`src/sv/brb_pkg.sv`:
```
// ----------------------------------------------------------------------------
// brb_pkg: shared types and constants for the byte ring buffer
// Sizes, request codes, the size report struct and pointer arithmetic.
// ----------------------------------------------------------------------------
package brb_pkg;

    // Storage geometry
    localparam int DEPTH     = 4096;
    localparam int ADDR_W    = $clog2(DEPTH);
    localparam int SIZE_W    = ADDR_W + 1;
    localparam int MAX_BURST = 64;
    localparam int CNT_W     = $clog2(MAX_BURST + 1);

    // Fixed field widths of the item ports
    localparam int REQ_W   = 3;
    localparam int BYTE_W  = 8;
    localparam int FIELD_W = 12;
    localparam int CFG_W   = 13;

    // Register reset and size limits
    localparam logic [CFG_W-1:0]  CFG_RESET = CFG_W'(4096);
    localparam logic [SIZE_W-1:0] SIZE_MIN  = SIZE_W'(2);
    localparam logic [SIZE_W-1:0] SIZE_MAX  = SIZE_W'(DEPTH);

    // Request codes
    localparam logic [REQ_W-1:0] REQ_PUSH    = 3'd0;
    localparam logic [REQ_W-1:0] REQ_READ    = 3'd1;
    localparam logic [REQ_W-1:0] REQ_PEEK    = 3'd2;
    localparam logic [REQ_W-1:0] REQ_SKIP    = 3'd3;
    localparam logic [REQ_W-1:0] REQ_DISCARD = 3'd4;
    localparam logic [REQ_W-1:0] REQ_QUERY   = 3'd5;
    localparam logic [REQ_W-1:0] REQ_CLEAR   = 3'd6;

    // Size report, as seen on every result
    typedef struct packed {
        logic [FIELD_W-1:0] used;
        logic [FIELD_W-1:0] free;
        logic [FIELD_W-1:0] contig_push;
        logic [FIELD_W-1:0] contig_pop;
    } t_sizes;

    // Move a pointer forward by n slots, wrapping at s (p < s, n < s)
    function automatic logic [ADDR_W-1:0] brb_advance(
        input logic [ADDR_W-1:0] p,
        input logic [SIZE_W-1:0] n,
        input logic [SIZE_W-1:0] s
    );
        logic [SIZE_W-1:0] q;
        q = {1'b0, p} + n;
        if (q >= s) begin
            q = q - s;
        end
        return q[ADDR_W-1:0];
    endfunction

endpackage

```
`src/sv/brb_sizes.sv`:
```
// ----------------------------------------------------------------------------
// brb_sizes: occupancy report of the ring
// Held, free and contiguous spans from the two pointers and the ring size.
// ----------------------------------------------------------------------------
module brb_sizes
    import brb_pkg::*;
(
    input  logic [ADDR_W-1:0] i_front,
    input  logic [ADDR_W-1:0] i_rear,
    input  logic [SIZE_W-1:0] i_size,
    output t_sizes            o_sizes
);

    logic              w_le;
    logic [SIZE_W-1:0] w_front;
    logic [SIZE_W-1:0] w_rear;
    logic [SIZE_W-1:0] w_used;
    logic [SIZE_W-1:0] w_free;
    logic [SIZE_W-1:0] w_cpush;
    logic [SIZE_W-1:0] w_cpop;

    assign w_front = {1'b0, i_front};
    assign w_rear  = {1'b0, i_rear};
    assign w_le    = (i_front <= i_rear);

    // Held and free counts; one slot always stays empty
    assign w_used = w_le ? (w_rear - w_front) : (w_rear + i_size - w_front);
    assign w_free = i_size - SIZE_W'(1) - w_used;

    // Spans up to the wrap point
    always_comb begin
        if (w_le) begin
            w_cpush = (i_front == '0) ? (i_size - w_rear - SIZE_W'(1))
                                      : (i_size - w_rear);
            w_cpop  = w_rear - w_front;
        end else begin
            w_cpush = w_front - w_rear - SIZE_W'(1);
            w_cpop  = i_size - w_front;
        end
    end

    assign o_sizes.used        = FIELD_W'(w_used);
    assign o_sizes.free        = FIELD_W'(w_free);
    assign o_sizes.contig_push = FIELD_W'(w_cpush);
    assign o_sizes.contig_pop  = FIELD_W'(w_cpop);

endmodule

```
`config.mk`:
```
export PLATFORM = sky130hd
export DESIGN_NAME = brb_sizes
export DESIGN_NICKNAME = d
export VERILOG_FILES = /design/src/sv/brb_pkg.sv /design/src/sv/brb_sizes.sv
export SDC_FILE = /design/constraint.sdc
export NUM_CORES = 1
export LEC_CHECK = 0
export BUFFER_PORTS_ARGS = -buffer_cell sky130_fd_sc_hd__buf_2
export CAP_MARGIN = 10
export CORE_UTILIZATION = 63
export DETAILED_ROUTE_END_ITERATION = 10
export PLACE_DENSITY = 0.95
export SLEW_MARGIN = 20
export SYNTH_ARGS = -nofsm -noshare
export SYNTH_HDL_FRONTEND = slang
export SYNTH_SLANG_ARGS = --single-unit
export TNS_END_PERCENT = 5
```
`constraint.sdc`:
```
create_clock -name vclk -period 8.9
set_input_delay 0 -clock vclk [all_inputs]
set_output_delay 0 -clock vclk [all_outputs]
set_load 0.005 [all_outputs]
```
# After elaboration in Yosys (flattened, before gate mapping)

Cells that the tools add are included.

Bits of input ports: 37
Output and inout port bits: 48
Flip-flop bits (word level): 0

Mux-type cells: 4
Add/sub/neg operators: 10
$lt $le $gt $ge: 1
Reductions and logical operators: 1

Operators with widths:

| cell                                                                 | count |
|---|---|
| 12-bit subtractor                                                    | 6 |
| 12-bit two-way mux                                                   | 4 |
| 12-bit by 1-bit subtractor with 12-bit output, second input constant | 3 |
| 12-bit adder                                                         | 1 |
| 12-bit <= comparator                                                 | 1 |
| 12-bit logical NOT                                                   | 1 |

# Logic depth before layout (Yosys ltp)

Gate-level depths: netlist of the first run.

Word-level depth: 4
Mapped depth: 22
Gate-level depth less buffers: 22

# Worst setup path before layout of the first run

OpenSTA, ideal clock, no wires.

Kind: input to output
Start: in i_rear[0]
End: out o_sizes[33] (netlist name)
Stages on the path: 21
Data required time: 8900 ps
Path slack: 5339 ps
Data arrival time: 3561 ps
Cells stage by stage: inv_1 > ha_1 > inv_1 > fa_1 > nand3_1 > nand3_1 > a221oi_2 > and2_1 > buf_2 > buf_1 > nand2_1 > and2_1 > ha_1 > a21o_1 > a21o_1 > and2_1 > o221ai_1 > a21boi_0 > o31a_1 > mux2i_1 > nand2_1

RTL lines:

| element     | RTL line        | RTL |
|---|---|---|
| from (decl) | brb_sizes.sv:9  | `input logic [ADDR_W-1:0] i_rear,` |
| to (decl)   | brb_sizes.sv:11 | `output t_sizes o_sizes` |

==> results of run 1 <==
synthesized netlist by cell type, drive strengths merged, types with 2 or more instances:
cell,n,share of area
o311ai,2,0.0046
or2,3,0.0049
nor3,17,0.022
xnor2,39,0.089
xor2,17,0.039
and3,5,0.0081
mux2i,4,0.010
buf,5,0.0091
o21ai,39,0.051
a31oi,3,0.0049
or3,9,0.016
fa,15,0.078
nor4,7,0.011
nand4b,3,0.0068
a2111oi,3,0.012
a21o,15,0.029
nand3,7,0.0091
a21oi,38,0.050
and2,6,0.0098
inv,88,0.086
ha,66,0.22
clkbuf,7,0.0068
o31a,4,0.0091
a21boi,11,0.022
nor2b,5,0.0081
nand2b,9,0.015
o21bai,9,0.018
o41ai,3,0.0068
o21a,3,0.0059
a31o,3,0.0068
nand4,5,0.0081
a221oi,2,0.0062
nand2,41,0.040
nor2,25,0.024
o31ai,3,0.0059
nor3b,4,0.0078
a211oi,4,0.0078
metal layers:
layer,part of all wire,vias to the layer above,global-route usage
met3,0.083,31,0.02500
met4,0.031,0,0.1018
li1,-,2038,-
met5,0,-,0
met2,0.47,212,0.6205
met1,0.42,1989,0.4383
cell families after synthesis:
| logic type | Yosys count |
|---|---|
| xor+xnor | 57 |
| buf+inv | 100 |
| simple gates | 149 |
| mux | 5 |
| compound gates | 149 |
| fa+ha+maj | 82 |
power groups by stage:
stage	Sequential [W]	Combinational (W)	Clock (W)
after global routing	0	0.000632	0
after CTS	0	0.000565	0
final	0	0.000572	0
after global placement	0	0.000540	0
after detailed placement	0	0.000560	0
after floorplan	0	0.000389	0
worst max-delay path by stage:
stage | start | end | slack (ps) | depth (start not counted)
detailed placement | i_size[1] | o_sizes[35] | 4810 | 21
global placement | i_size[1] | o_sizes[35] | 4930 | 21
finish | i_size[1] | o_sizes[35] | 4730 | 19
floorplan | i_rear[0] | o_sizes[33] | 5340 | 21
global route | i_size[1] | o_sizes[35] | 4450 | 21
CTS | i_size[1] | o_sizes[35] | 4810 | 21
cell usage in the layout, fill, tap and decap left out, drive strengths merged, types with 6 or more instances in the layout:
master,instances
xor2,17
nor4,7
a21oi,38
inv,88
buf,86
nand2,41
and2,6
o21bai,9
o21ai,39
nor2,25
ha,66
xnor2,39
or3,9
fa,15
nand2b,9
a21boi,11
nand3,7
nor3,17
a21o,15
metrics by stage:
stage            util  instances   power, W  hold WS, ps
2_1_floorplan       -        542  0.0003894        118.9
3_3_place_gp   0.7319        691  0.0005399        302.2
3_5_place_dp   0.7319        691  0.0005602        307.3
4_1_cts        0.7319        691  0.0005646        307.3
5_1_grt        0.7319        691  0.0006315        330.4
6_report       0.7319        691  0.0005724        304.8
tightest hold or removal path, cell delays in order:
cell and delay, ps:
buf_2 90, ha_1 120, buf_2 100
area by class of cell:
class                           count  area, um^2  share of cell area
Inverter                           88       330.3             0.07668
Multi-Input combinational cell    442        3448              0.8005
Tap cell                           75       93.84             0.02178
Timing Repair Buffer               86       435.4              0.1011
==> results_dict.tcl, run 1 <==
set metrics [dict create \
    status "complete, no violations" \
    cp_max_fo 5 \
    syn_area_per_cell_um2 7.085 \
    antenna_found_initial 0 \
    startpoint_type "primary input" \
    totalWireLength_um 11020 \
    dieArea_um2 6411 \
    place_area_um2 4308 \
    setup_violations 0 \
    worstHoldStart "i_size[0]" \
    dp_hpwl_um 9389 \
    fin_area_um2 4308 \
    power_density_nw_per_um2 132.9 \
    post_cts_buffers 0 \
    place_ws_ps 4815 \
    final.clkbuf_count 0 \
    drive_above_1_share 0.1607 \
    synth_warnings 0 \
    slew_headroom 0.4009 \
    seq_area_frac_synth 0 \
    swShare 0.5483 \
    drt_iter0_drc 378 \
    slowest_stage "o41ai_1" \
    slew_violations 0 \
    cp_num_buf_inv 5 \
    leakagePower_nw 2.257 \
    syn_area_um2 3840 \
    cts_hold_buffers 0 \
    p_clk_frac 0 \
    max_slew.worst_pin.slew_ps 887.5 \
    fmax_mhz 239.9 \
    port_buffers 84 \
    place.gp.congestion 0.9954 \
    rsz0062_at_grt "false" \
    min_period_over_period 0.4684 \
    fin_tns_setup_ps 0 \
    hp-class "in2out" \
    die_h_um 80.07 \
    synthAdderAreaFrac 0.2959 \
    nFillCells 476 \
    synth_top_family_by_area "adder cells" \
    peakVddDrop_mv 0.1182 \
    ant_nets 0 \
    hold_path_depth 3 \
    hold_end "o_sizes[24]" \
    path_delay_family "compound AO/OA/AOI/OAI gates" \
    grt_first_pass_wirelength_um 17680 \
    grt_pass1_vias 4003 \
    grt_use_total 0.3458 \
    max-cap-violations 0 \
    synth_compound_area_frac 0.2545 \
    n_antenna_cell 0 \
    synthXorXnorAreaFrac 0.1336 \
    hold_violations 0 \
    slowest_delay_ps 550 \
    period_minus_slack_ps 4168 \
    cts_resized 0 \
    final_nets 736 \
    io_pins 85 \
    coreArea_um2 5886 \
    path_cells "buf_2 -> inv_1 -> fa_1 -> inv_1 -> ha_1 -> a211oi_1 -> nor3b_1 -> o41ai_1 -> o21ai_0 -> nor2_1 -> xnor2_1 -> a21boi_0 -> ha_1 -> inv_1 -> nor3_1 -> nand4_1 -> nand4b_1 -> xnor3_1 -> buf_2" \
    vias 4270 \
    critPathArrivalTime_ps 4170 \
    grt_max_degree 27 \
    initial_utilization 0.6524 \
    seq_area_um2 0 \
    internal_power_w 0.0002586 \
    cp-end-kind "output port" \
    synthSimpleGateAreaFrac 0.2007 \
    post_drt_wl_per_cell_um 15.95 \
    fin_ws_ps 4732 \
    grt_overflow 0 \
    combPwrFrac 1.000 \
    p_switching_w 0.0003138 \
    first_pass_iters 5 \
    netlist_instances 542 \
    post-route-drc-count 0 \
    cp_common_cell "inv_1" \
    fp.dieW_um 80.07 \
    critical_path_required_ps 8900 \
    sequentialPowerShare 0 \
    num_rows 28 \
    synthDistinctLibCells 57 \
    path_class "in2out" \
    synth_nets 660 \
    synthToLayoutAreaGrowth_pct 12.19 \
    muxShareOfSynthArea 0.01336 \
    n_sequential_cell 0 \
    viasPerCell 6.179 \
]
(Power assumes the default switching activity.)
==> run 2, diff against run 1 <==
CORE_UTILIZATION = 53   (was 63)
PLACE_DENSITY = 0.85   (was 0.95)
clock period = 3.7 ns   (was 8.9 ns; I/O delays follow)
==> run 2 against run 1 <==
Against the previous run: final cell count grew 11%; worst hold slack gained 14 ps; die area grew 18%; critical endpoint unchanged.
==> results_dict.tcl, run 2 (synthesized netlist as in run 1, its figures left out) <==
set metrics [dict create \
    status "complete, no violations" \
    place_inst 763 \
    fin_ws_ps 111.4 \
    place_ws_ps -53.44 \
    period_minus_slack_ps 3589 \
    max_slew.worst_pin.slew_ps 845.4 \
    fin_hold_ws_ps 318.6 \
    fmax_mhz 278.7 \
    grt_overflow 0 \
    layout.cells.non_filler 767 \
    hp-class "in2out" \
    setup_violations 0 \
    n_antenna_cell 0 \
    path_cells "buf_2 -> fa_1 -> inv_1 -> ha_1 -> nor2_1 -> nor3b_2 -> o41ai_1 -> buf_4 -> o21ai_1 -> nor2_1 -> xnor2_1 -> a21boi_1 -> ha_1 -> inv_2 -> buf_4 -> o21bai_4 -> nand2_1 -> nand4b_1 -> xnor3_1 -> buf_2" \
    cp-end-kind "output port" \
    dp_hpwl_um 10460 \
    power_density_nw_per_um2 339.9 \
    peakVddDrop_mv 0.3440 \
    slew_headroom 0.4293 \
    num_rows 30 \
    vias 4419 \
    io_pins 85 \
    grt_first_pass_wirelength_um 18990 \
    synthToLayoutAreaGrowth_pct 28.15 \
    layout_common_cells "inv_1 (84), buf_2 (84), ha_1 (61)" \
    min_period_over_period 0.9699 \
    cp_max_fo 4 \
    leakagePower_nw 2.543 \
    grt_use_total 0.3156 \
    grt_max_degree 15 \
    initial_utilization 0.5560 \
    dr.max_layer_used "met4" \
    seq_area_um2 0 \
    max-cap-violations 0 \
    post_drt_wl_per_cell_um 16.18 \
    wl_met2_um 6216 \
    grt_pass1_vias 4184 \
    drive_above_1_share 0.2772 \
    critPathArrivalTime_ps 3590 \
    wl_met1_um 5333 \
    cts_hold_buffers 0 \
    die_h_um 87.12 \
    antenna_found_initial 0 \
    final_nets 791 \
    startpoint "i_front[2]" \
    drt_iter0_drc 250 \
    fp.dieW_um 87.12 \
    coreArea_um2 6907 \
    slowest_delay_ps 540 \
    port_buffers 84 \
    viasPerCell 5.761 \
    cp_num_buf_inv 6 \
    n_sequential_cell 0 \
    hold_violations 0 \
    path_class "in2out" \
    first_pass_iters 5 \
    totalWireLength_um 12410 \
    slowest_stage "fa_1" \
    dieArea_um2 7590 \
    ant_nets 0 \
    wl_met3_um 725 \
    post-route-drc-count 0 \
    fin_tns_setup_ps 0 \
    critical_path_required_ps 3700 \
    place.gp.congestion 0.9447 \
    cp.depth 20 \
    endpoint "o_sizes[35]" \
    path_delay_family "adder cells" \
    startpoint_type "primary input" \
    final.clkbuf_count 0 \
    slew_violations 0 \
]
==> run 2: through the flow <==
step	cell area [um^2]	power, W	util
floorplan	3840	0.0009366	-
global placement	4717	0.001442	0.6830
detailed placement	4717	0.001490	0.6830
CTS	4743	0.001518	0.6868
global route	4921	0.001821	0.7125
finish	4921	0.001673	0.7125
==> run 2: area by class of cell <==
class                      count  area (um^2)
multi-input combinational    442         3620
fill                         615         1986
timing repair buffer         141        848.3
inverter                      88        332.8
tap                           96        120.1
==> run 2: repair_timing <==
action / CTS / global route
buffers inserted: 1 / 3
pin swaps: 3 / 22
resized for setup: 5 / 40
setup endpoints to repair: 2 / 6
gates cloned: 0 / 0
==> run 2: power by group <==
part           switching, W  leakage, nW  internal [W]
clock                     0            0             0
sequential                0            0             0
combinational      0.000867         2.54      0.000806
total              0.000867         2.54      0.000806
==> run 2: how the worst min path moves through the flow <==
stage / start / end / cells after the start
3_5_place_dp: i_size[0] / o_sizes[24] / 3
4_1_cts: i_size[0] / o_sizes[24] / 3
5_1_grt: i_size[0] / o_sizes[24] / 3
6_report: i_size[0] / o_sizes[24] / 3
3_3_place_gp: i_size[0] / o_sizes[24] / 3
2_1_floorplan: i_size[0] / o_sizes[24] / 1
==> run 2: routing by layer <==
layer,GRT usage,vias to the layer above
met5,0,-
met4,0.05216,0
met3,0.01327,11
met2,0.5820,166
met1,0.4124,2097
li1,-,2145
